===== src/rtl/lpd_pkg.sv =====
`timescale 1ns / 1ps
package lpd_pkg;

   // packet layout
   localparam int PACKET_BYTES   = 22;
   localparam int WORD_BYTES     = 20;
   localparam int READINGS       = 4;
   localparam int ANGLE_COUNT    = 360;
   localparam int ANGLE_STEPS    = ANGLE_COUNT / READINGS;
   localparam int POS_W          = 5;
   localparam int ACC_W          = 26;
   localparam int FOLD_W         = 15;
   localparam int BASE_W         = 7;
   localparam int READ_W         = 2;
   localparam int QUEUE_DEPTH_DEF = 2;

   localparam logic [7:0]       START_BYTE  = 8'hFA;
   localparam logic [7:0]       INDEX_BASE  = 8'hA0;
   localparam logic [POS_W-1:0] POS_INDEX   = POS_W'(1);
   localparam logic [POS_W-1:0] POS_CKS_LO  = POS_W'(WORD_BYTES);
   localparam logic [POS_W-1:0] POS_LAST    = POS_W'(PACKET_BYTES - 1);
   localparam logic [POS_W-1:0] POS_RD_LO   = POS_W'(4);
   localparam logic [POS_W-1:0] POS_RD_HI   = POS_W'(WORD_BYTES - 1);
   localparam int               INVALID_BIT = 7;
   localparam int               HIGH_BITS   = 6;
   localparam logic [READ_W-1:0] LAST_READING = READ_W'(READINGS - 1);

   // one decoded packet, handed from front to back
   typedef struct packed {
      logic [BASE_W-1:0]            base;
      logic [READINGS-1:0][7:0]     lo;
      logic [READINGS-1:0][7:0]     hi;
      logic                         ok;
   } pkt_type;

   typedef struct packed {
      logic push;
      logic full;
   } q_ctl_type;

endpackage


===== src/rtl/lpd_if.sv =====
`timescale 1ns / 1ps
interface lpd_req_if;
   logic       valid;
   logic       ready;
   logic [7:0] rx_byte;

   modport source (output valid, output rx_byte, input ready);
   modport sink   (input valid, input rx_byte, output ready);
endinterface

interface lpd_rsp_if;
   logic        valid;
   logic        ready;
   logic [8:0]  angle;
   logic [13:0] distance;
   logic        invalid;
   logic        checksum_ok;
   logic        last;

   modport source (output valid, output angle, output distance, output invalid,
                   output checksum_ok, output last, input ready);
   modport sink   (input valid, input angle, input distance, input invalid,
                   input checksum_ok, input last, output ready);
endinterface


===== src/rtl/lpd_front.sv =====
`timescale 1ns / 1ps
module lpd_front
   import lpd_pkg::*;
(
   input  logic       clock,
   input  logic       reset,
   input  logic       in_valid,
   output logic       in_ready,
   input  logic [7:0] rx_byte,
   input  logic       q_full,
   output q_ctl_type  q_ctl,
   output pkt_type    q_data
);

   logic                  in_packet_ff, in_packet_in;
   logic [POS_W-1:0]      pos_ff, pos_in;
   logic [ACC_W-1:0]      acc_ff, acc_in;
   logic [7:0]            hold_ff, hold_in;
   logic [BASE_W-1:0]     base_ff;
   logic [READINGS-1:0][7:0] lo_ff, hi_ff;
   logic [7:0]            cks_lo_ff;

   logic                  accept;
   logic                  at_last;
   logic [7:0]            diff;
   logic [BASE_W-1:0]     base_in;
   logic [READ_W-1:0]     rd_idx;
   logic                  rd_slot;
   logic [FOLD_W:0]       fold_sum;
   logic                  ok;

   assign at_last  = in_packet_ff && (pos_ff == POS_LAST);
   assign in_ready = !(at_last && q_full);
   assign accept   = in_valid && in_ready;

   // (index - 0xA0) mod 256 mod 90 by two compare-and-subtract steps
   assign diff = rx_byte - INDEX_BASE;
   always_comb begin
      if (diff >= 8'(2 * ANGLE_STEPS)) begin
         base_in = BASE_W'(diff - 8'(2 * ANGLE_STEPS));
      end else if (diff >= 8'(ANGLE_STEPS)) begin
         base_in = BASE_W'(diff - 8'(ANGLE_STEPS));
      end else begin
         base_in = BASE_W'(diff);
      end
   end

   assign rd_idx  = READ_W'(pos_ff[POS_W-1:2] - 3'd1);
   assign rd_slot = in_packet_ff && (pos_ff >= POS_RD_LO) && (pos_ff <= POS_RD_HI)
                    && !pos_ff[1];

   assign fold_sum = {1'b0, acc_ff[FOLD_W-1:0]} + (FOLD_W+1)'(acc_ff[ACC_W-1:FOLD_W]);
   assign ok       = {1'b0, fold_sum[FOLD_W-1:0]} == {rx_byte, cks_lo_ff};

   always_comb begin
      in_packet_in = in_packet_ff;
      pos_in       = pos_ff;
      acc_in       = acc_ff;
      hold_in      = hold_ff;
      if (accept) begin
         if (!in_packet_ff) begin
            if (rx_byte == START_BYTE) begin
               in_packet_in = 1'b1;
               pos_in       = POS_W'(1);
               acc_in       = '0;
               hold_in      = rx_byte;
            end
         end else if (pos_ff == POS_LAST) begin
            in_packet_in = 1'b0;
            pos_in       = '0;
         end else begin
            pos_in = pos_ff + POS_W'(1);
            if (pos_ff < POS_CKS_LO) begin
               if (!pos_ff[0]) begin
                  hold_in = rx_byte;
               end else begin
                  acc_in = ACC_W'({acc_ff[ACC_W-2:0], 1'b0} + {10'd0, rx_byte, hold_ff});
               end
            end
         end
      end
   end

   always_ff @(posedge clock) begin
      if (reset) begin
         in_packet_ff <= 1'b0;
         pos_ff       <= '0;
         acc_ff       <= '0;
         hold_ff      <= '0;
      end else begin
         in_packet_ff <= in_packet_in;
         pos_ff       <= pos_in;
         acc_ff       <= acc_in;
         hold_ff      <= hold_in;
      end
   end

   // packet payload, written only at its own byte position
   always_ff @(posedge clock) begin
      if (accept && in_packet_ff) begin
         if (pos_ff == POS_INDEX) begin
            base_ff <= base_in;
         end
         if (pos_ff == POS_CKS_LO) begin
            cks_lo_ff <= rx_byte;
         end
         if (rd_slot) begin
            if (pos_ff[0]) begin
               hi_ff[rd_idx] <= rx_byte;
            end else begin
               lo_ff[rd_idx] <= rx_byte;
            end
         end
      end
   end

   assign q_ctl.push  = accept && at_last;
   assign q_ctl.full  = q_full;
   assign q_data.base = base_ff;
   assign q_data.lo   = lo_ff;
   assign q_data.hi   = hi_ff;
   assign q_data.ok   = ok;

   a_hunt_pos: assert property (@(posedge clock) disable iff (reset)
      !in_packet_ff |-> pos_ff == '0)
      else $error("byte position not cleared while hunting");

   a_pos_range: assert property (@(posedge clock) disable iff (reset)
      in_packet_ff |-> (pos_ff != '0) && (pos_ff <= POS_LAST))
      else $error("byte position out of packet");

endmodule


===== src/rtl/lpd_queue.sv =====
`timescale 1ns / 1ps
module lpd_queue
   import lpd_pkg::*;
#(
   parameter int DEPTH = QUEUE_DEPTH_DEF
) (
   input  logic      clock,
   input  logic      reset,
   input  q_ctl_type wr_ctl,
   input  pkt_type   wr_data,
   output logic      full,
   input  logic      pop,
   output logic      head_valid,
   output pkt_type   head
);

   localparam int PTR_W = $clog2(DEPTH);
   localparam int CNT_W = $clog2(DEPTH + 1);

   pkt_type            mem [DEPTH];
   logic [PTR_W-1:0]   wr_ptr_ff, rd_ptr_ff;
   logic [CNT_W-1:0]   count_ff;
   logic               push, take;

   assign full       = count_ff == CNT_W'(DEPTH);
   assign head_valid = count_ff != '0;
   assign push       = wr_ctl.push && !full;
   assign take       = pop && head_valid;
   assign head       = mem[rd_ptr_ff];

   function automatic logic [PTR_W-1:0] next_ptr(input logic [PTR_W-1:0] p);
      return (p == PTR_W'(DEPTH - 1)) ? '0 : p + PTR_W'(1);
   endfunction

   always_ff @(posedge clock) begin
      if (push) begin
         mem[wr_ptr_ff] <= wr_data;
      end
   end

   always_ff @(posedge clock) begin
      if (reset) begin
         wr_ptr_ff <= '0;
         rd_ptr_ff <= '0;
         count_ff  <= '0;
      end else begin
         if (push) begin
            wr_ptr_ff <= next_ptr(wr_ptr_ff);
         end
         if (take) begin
            rd_ptr_ff <= next_ptr(rd_ptr_ff);
         end
         if (push && !take) begin
            count_ff <= count_ff + CNT_W'(1);
         end else if (take && !push) begin
            count_ff <= count_ff - CNT_W'(1);
         end
      end
   end

   a_count: assert property (@(posedge clock) disable iff (reset)
      count_ff <= CNT_W'(DEPTH))
      else $error("queue count beyond depth");

endmodule


===== src/rtl/lpd_back.sv =====
`timescale 1ns / 1ps
module lpd_back
   import lpd_pkg::*;
(
   input  logic        clock,
   input  logic        reset,
   input  logic        head_valid,
   input  pkt_type     head,
   output logic        pop,
   output logic        out_valid,
   input  logic        out_ready,
   output logic [8:0]  angle,
   output logic [13:0] distance,
   output logic        invalid,
   output logic        checksum_ok,
   output logic        last
);

   logic [READ_W-1:0] reading_ff;
   logic              valid_ff;
   logic [8:0]        angle_ff;
   logic [13:0]       distance_ff;
   logic              invalid_ff, ok_ff, last_ff;

   logic              load, take, bad;
   logic [7:0]        hi, lo;

   assign load = !valid_ff || out_ready;
   assign take = load && head_valid;
   assign pop  = take && (reading_ff == LAST_READING);

   assign hi  = head.hi[reading_ff];
   assign lo  = head.lo[reading_ff];
   assign bad = hi[INVALID_BIT] || !head.ok;

   always_ff @(posedge clock) begin
      if (reset) begin
         reading_ff <= '0;
         valid_ff   <= 1'b0;
      end else begin
         if (take) begin
            reading_ff <= reading_ff + READ_W'(1);
         end
         if (load) begin
            valid_ff <= head_valid;
         end
      end
   end

   always_ff @(posedge clock) begin
      if (take) begin
         angle_ff    <= {head.base, reading_ff};
         distance_ff <= bad ? '0 : {hi[HIGH_BITS-1:0], lo};
         invalid_ff  <= bad;
         ok_ff       <= head.ok;
         last_ff     <= reading_ff == LAST_READING;
      end
   end

   assign out_valid   = valid_ff;
   assign angle       = angle_ff;
   assign distance    = distance_ff;
   assign invalid     = invalid_ff;
   assign checksum_ok = ok_ff;
   assign last        = last_ff;

   a_burst: assert property (@(posedge clock) disable iff (reset)
      valid_ff && !last_ff |=> valid_ff)
      else $error("packet results broken off before the last reading");

   a_dist_zero: assert property (@(posedge clock) disable iff (reset)
      valid_ff && invalid_ff |-> distance_ff == '0)
      else $error("invalid reading carries a distance");

endmodule


===== src/rtl/lidar_packet_decoder_unit.sv =====
`timescale 1ns / 1ps
// Rangefinder packet decoder: takes the sensor's serial stream one byte per transfer on req_chan,
// hunts for the 0xFA start byte and collects a 22-byte packet (start, index, two speed bytes,
// four 4-byte readings, little-endian checksum). Each packet gives four transfers on rsp_chan,
// one per reading: angle ((index-0xA0) mod 90)*4 + reading, 14-bit distance (zero when
// invalid), invalid (bit 7 of the high byte set or checksum bad), checksum_ok and last on the
// fourth. Bytes are taken one per clock; the only stall on req_chan is at a packet's final byte
// when the packet queue (QUEUE_DEPTH entries) is full. Results leave the back end at one per
// clock while rsp_chan is ready: a packet's first result passes through the packet queue, then
// the output register, and its other three results follow in order. No resync mid-packet:
// 0xFA inside a packet is ordinary data.
module lidar_packet_decoder_unit
   import lpd_pkg::*;
#(
   parameter int QUEUE_DEPTH = QUEUE_DEPTH_DEF
) (
   input  logic     clock,
   input  logic     reset,
   lpd_req_if.sink   req_chan,
   lpd_rsp_if.source rsp_chan
);

   // front to queue
   q_ctl_type q_ctl;
   pkt_type   q_wr_data;
   logic      q_full;

   // queue to back
   logic      q_head_valid;
   pkt_type   q_head;
   logic      q_pop;

   // front: hunts, tracks byte position, builds the checksum and the packet record
   lpd_front u_front (
      .clock    (clock),
      .reset    (reset),
      .in_valid (req_chan.valid),
      .in_ready (req_chan.ready),
      .rx_byte  (req_chan.rx_byte),
      .q_full   (q_full),
      .q_ctl    (q_ctl),
      .q_data   (q_wr_data)
   );

   // short packet queue decoupling byte intake from result delivery
   lpd_queue #(
      .DEPTH (QUEUE_DEPTH)
   ) u_queue (
      .clock      (clock),
      .reset      (reset),
      .wr_ctl     (q_ctl),
      .wr_data    (q_wr_data),
      .full       (q_full),
      .pop        (q_pop),
      .head_valid (q_head_valid),
      .head       (q_head)
   );

   // back: steps through the four readings into a registered result stage
   lpd_back u_back (
      .clock       (clock),
      .reset       (reset),
      .head_valid  (q_head_valid),
      .head        (q_head),
      .pop         (q_pop),
      .out_valid   (rsp_chan.valid),
      .out_ready   (rsp_chan.ready),
      .angle       (rsp_chan.angle),
      .distance    (rsp_chan.distance),
      .invalid     (rsp_chan.invalid),
      .checksum_ok (rsp_chan.checksum_ok),
      .last        (rsp_chan.last)
   );

endmodule


===== src/flat_wrapper.sv =====
// flat-port wrapper written by rule: the top's interface ports become plain ports
module lidar_packet_decoder_unit_flat import lpd_pkg::*;
#(
   parameter int QUEUE_DEPTH = QUEUE_DEPTH_DEF
)
  (clock, reset, req_chan_valid, req_chan_rx_byte, req_chan_ready, rsp_chan_valid, rsp_chan_angle, rsp_chan_distance, rsp_chan_invalid, rsp_chan_checksum_ok, rsp_chan_last, rsp_chan_ready);
  lpd_req_if req_chan_i ();
  lpd_rsp_if rsp_chan_i ();
  input  logic clock;
  input  logic reset;
  input wire logic [$bits(req_chan_i.valid)-1:0] req_chan_valid;
  input wire logic [$bits(req_chan_i.rx_byte)-1:0] req_chan_rx_byte;
  output wire logic [$bits(req_chan_i.ready)-1:0] req_chan_ready;
  output wire logic [$bits(rsp_chan_i.valid)-1:0] rsp_chan_valid;
  output wire logic [$bits(rsp_chan_i.angle)-1:0] rsp_chan_angle;
  output wire logic [$bits(rsp_chan_i.distance)-1:0] rsp_chan_distance;
  output wire logic [$bits(rsp_chan_i.invalid)-1:0] rsp_chan_invalid;
  output wire logic [$bits(rsp_chan_i.checksum_ok)-1:0] rsp_chan_checksum_ok;
  output wire logic [$bits(rsp_chan_i.last)-1:0] rsp_chan_last;
  input wire logic [$bits(rsp_chan_i.ready)-1:0] rsp_chan_ready;
  assign req_chan_i.valid = req_chan_valid;
  assign req_chan_i.rx_byte = req_chan_rx_byte;
  assign req_chan_ready = req_chan_i.ready;
  assign rsp_chan_valid = rsp_chan_i.valid;
  assign rsp_chan_angle = rsp_chan_i.angle;
  assign rsp_chan_distance = rsp_chan_i.distance;
  assign rsp_chan_invalid = rsp_chan_i.invalid;
  assign rsp_chan_checksum_ok = rsp_chan_i.checksum_ok;
  assign rsp_chan_last = rsp_chan_i.last;
  assign rsp_chan_i.ready = rsp_chan_ready;
  lidar_packet_decoder_unit #(.QUEUE_DEPTH(QUEUE_DEPTH)) u_core (.clock(clock), .reset(reset), .req_chan(req_chan_i), .rsp_chan(rsp_chan_i));
endmodule

===== config.mk =====
export PLATFORM = sky130hd
export DESIGN_NAME = lidar_packet_decoder_unit_flat
export DESIGN_NICKNAME = d
export VERILOG_FILES = /design/src/rtl/lpd_pkg.sv /design/src/rtl/lpd_if.sv /design/src/rtl/lpd_front.sv /design/src/rtl/lpd_queue.sv /design/src/rtl/lpd_back.sv /design/src/rtl/lidar_packet_decoder_unit.sv /design/src/flat_wrapper.sv
export SDC_FILE = /design/constraint.sdc
export NUM_CORES = 1
export LEC_CHECK = 0
export ABC_CLOCK_PERIOD_IN_PS = 15630
export BUFFER_PORTS_ARGS = -buffer_cell sky130_fd_sc_hd__buf_2
export CORE_UTILIZATION = 40
export CTS_CLUSTER_SIZE = 14
export DETAILED_ROUTE_END_ITERATION = 7
export PLACE_DENSITY_LB_ADDON = 0.12
export SYNTH_ARGS = -nofsm -noshare
export SYNTH_HDL_FRONTEND = slang
export SYNTH_SLANG_ARGS = --single-unit

===== constraint.sdc =====
create_clock -name clock -period 15.63 [get_ports clock]
set_input_delay 1.563 -clock clock [delete_from_list [all_inputs] [get_ports clock]]
set_output_delay 1.563 -clock clock [all_outputs]
set_load 0.01 [all_outputs]

==> results.py <==
metrics = {
    "clock_tree": {
        "insertion_delay_ns": 0.51,
        "cts_buffers": 34,
        "clock-root-buffer": "clkbuf_16",
        "cts.sinks": 285,
        "cts_tree": "done",
        "h-tree-depth": 2,
        "path_clk_slew_ns": 0.06,
        "ctsLongestPathBuffers": 3,
        "ctsResizeCount": 0,
        "hold_buffers": 0,
        "post-cts-setup-buffers": 0,
    },
    "cells_and_area": {
        "area_growth_syn_to_layout_pct": 13.9,
        "drive_gt1_frac": 0.160,
        "multiInputGateArea_um2": 4040,
        "final_common_cell": "edfxtp_1",
        "fin_cells": 1327,
        "post-route-util": 0.467,
        "final_cell_mix": "edfxtp_1, nor2_1, nand2_1, a21oi_1, dfxtp_1",
        "diodes": 0,
        "nFillCells": 2713,
        "nNetsFinal": 964,
        "seq_area_um2": 8080,
    },
    "synthesis": {
        "synthArstFlopShare": 0,
        "synth_area_per_cell_um2": 14.4,
        "netlist_area_um2": 12300,
        "netlist_instances": 854,
        "synth_area_leaders": "edfxtp_1, dfxtp_1, mux4_2, ha_1, mux2i_1",
        "synth_fp_nets": 907,
        "ys_seq_area_frac": 0.658,
        "ys_ff_latch": 285,
        "synth_edf_count": 237,
        "netlist.area_leader.share": 0.580,
        "synth_flop_cell": "edfxtp_1",
        "yosysWarningCount": 0,
        "synth_cell_type_count": 69,
        "yosysTopAreaCell": "edfxtp_1",
    },
    "global_route": {
        "grt.overflow.total": 0,
        "antenna_found_initial": 0,
        "grt_pass1_wl_um": 40100,
        "grt_pass1_vias": 7014,
        "grt_use_total": 0.170,
        "grt_max_degree": 69,
    },
    "timing": {
        "tns_ns": 0,
        "final.period_utilization": 0.242,
        "hold_viol_final": 0,
        "tightest_slew_ns": 0.980,
        "skew_ns": 0.00949,
        "setup_viol_count_final": 0,
        "hold_ws_ns": 0.439,
        "slew_violations": 0,
        "clock.fmax_mhz": 265,
        "relSlewSlack": 0.346,
        "grt_setup_unrepaired": "no",
        "fin_crit_ns": 3.78,
    },
    "route": {
        "via_count": 7061,
        "viasPerCell": 5.32,
        "avgRoutedWirePerCell_um": 19.6,
        "postRouteWirelength_um": 26000,
        "drtIter0Drc": 458,
        "drtAntennaViolNets": 0,
        "dr.pass1.iters": 4,
        "drc": 0,
    },
    "die": {
        "num_rows": 63,
        "fp.dieW_um": 177,
        "initial_core_util": 0.410,
        "die_y_um": 177,
        "io_pins": 40,
        "fp.coreArea_um2": 30000,
        "die-area_um2": 31400,
    },
    "hold_path": {
        "min-delay-start": "u_core.u_front.q_data[22]$_DFFE_PP_",
        "hold_path_class": "flip-flop to flip-flop",
    },
    "worst_setup_path": {
        "crit_required_ns": 14.07,
        "worstSetupEndpointType": "output port",
        "worst-setup-path-type": "flip-flop to output port",
        "cp-start-kind": "flip-flop",
        "critPathArrivalTime_ns": 2.22,
        "cp_max_fo": 9,
        "crit_path_start": "u_core.u_front.pos_ff[0]$_SDFFE_PP0P_",
        "reg2reg_from": "u_core.u_front.acc_ff[15]$_SDFFE_PP0P_",
    },
    "pwr": {
        "seq_power_share": 0.518,
        "leakage_uw": 0.00474,
        "power.switching_uw": 318,
        "ir_drop_mv": 0.0678,
        "p_clk_frac": 0.463,
        "power_density_nw_per_um2": 113,
        "internal_power_uw": 1260,
        "p_sw_frac": 0.202,
        "combPwrFrac": 0.019,
    },
    "placement": {
        "dp.cells": 1265,
        "gp_congestion": 0.841,
        "hpwl_um": 16100,
        "numPortBuffers": 39,
    },
    "status": {
        "status": "complete, no violations",
    },
    "flow_run": {
        "maxCapViolCount": 0,
    },
}
## worst paths after layout
kind | depth (start not counted) | end | slack [ns]
setup / recovery | 5 | req_chan_ready | 11.85
hold / removal | 0 | u_core.u_queue.mem[0][22]$_DFFE_PP_ | 0.44
hold reg to reg | 0 | u_core.u_queue.mem[0][22]$_DFFE_PP_ | 0.44
setup reg to reg | 8 | u_core.u_queue.mem[1][0]$_DFFE_PP_ | 12.66
## power by group through the flow
stage / sequential [µW] / clock, µW / combinational [µW]
after global placement: 831 / 0 / 30.8
final: 815 / 729 / 30.6
after CTS: 815 / 753 / 31.2
after global routing: 815 / 779 / 34.0
after detailed placement: 831 / 0 / 31.2
after floorplan: 831 / 0 / 18.4
## registers in the layout, summed over array words and instances, names as in the netlist, named ones only
| name | flops |
|---|---|
| u_core.u_queue.mem | 136 |
| u_core.u_front.q_data | 60 |
| u_core.u_front.acc_ff | 26 |
| u_core.u_back.distance | 14 |
| u_core.u_back.angle | 9 |
| u_core.u_front.cks_lo_ff | 8 |
| u_core.u_front.hold_ff | 8 |
| u_core.u_front.base_ff | 7 |
| u_core.u_front.pos_ff | 5 |
| u_core.u_back.reading_ff | 2 |
| u_core.u_queue.count_ff | 2 |
| u_core.u_back.checksum_ok | 1 |
| u_core.u_back.invalid | 1 |
| u_core.u_back.last | 1 |
| u_core.u_back.out_valid | 1 |
| u_core.u_front.in_packet_ff | 1 |
| u_core.u_queue.rd_ptr_ff | 1 |
| u_core.u_queue.wr_ptr_ff | 1 |
## area by class of cell
cell class              count  area share
multi-input cells         523       0.289
inverters                  17     0.00456
flip-flops and latches    285       0.578
well taps                 390      0.0349
repair buffers             50      0.0199
clock inverters            16     0.00859
clock buffers              46      0.0656
## synth_stat cells (3+ instances only)
master,n
edfxtp_1,237
nor2_1,61
nand2_1,56
dfxtp_1,48
a21oi_1,47
ha_1,39
o21ai_0,34
xnor2_1,31
mux2i_1,30
mux4_2,30
nand3_1,30
clkbuf_1,17
inv_1,17
xor2_1,16
and3_1,12
nor3_1,11
mux2_2,8
o211ai_1,8
or3_1,8
a211oi_1,7
nand2b_1,7
a31oi_1,6
buf_1,6
nand4_1,6
a21o_1,5
buf_2,5
nor2b_1,5
o21a_1,5
nor4_1,4
o21ai_1,4
o21bai_1,4
a41oi_1,3
nor3b_1,3
## kinds of logic (layout without fill, tap and decap cells)
family                   after synthesis  after routing  share of synthesized area
XOR/XNOR                              47             47                     0.0335
adder cells (fa/ha/maj)               41             41                     0.0430
AO/OA/AOI/OAI                        147            147                     0.0759
buffers and inverters                 46            129                     0.0152
AND/OR/NAND/NOR                      220            220                     0.0877
flip-flops                           285            285                      0.658
multiplexers                          68             68                     0.0868
## worst max-delay path: stages (launching register included)
cell and delay [ns]:
dfxtp_1 0.47, ha_1 0.21, nand4b_1 0.32, nor2b_1 0.40
nand2_1 0.12, buf_2 0.18
## per-layer routing
metal  part of all wire  GRT usage  vias up
met5                  0          0        -
met4              0.023     0.0564        0
met3              0.037     0.0256       47
met2               0.49      0.284      134
met1               0.45      0.227     3477
li1                   -          -     3403
## stage by stage
| step | instance area, µm² | total power, µW | worst slack, ns |
|---|---|---|---|
| floorplan | 12300 | 849 | 6.85 |
| global placement | 12900 | 862 | 11.81 |
| detailed placement | 12900 | 862 | 11.78 |
| CTS | 14000 | 1600 | 11.80 |
| global route | 14000 | 1630 | 11.66 |
| finish | 14000 | 1580 | 11.85 |
Power figures use the tool's default switching activity.
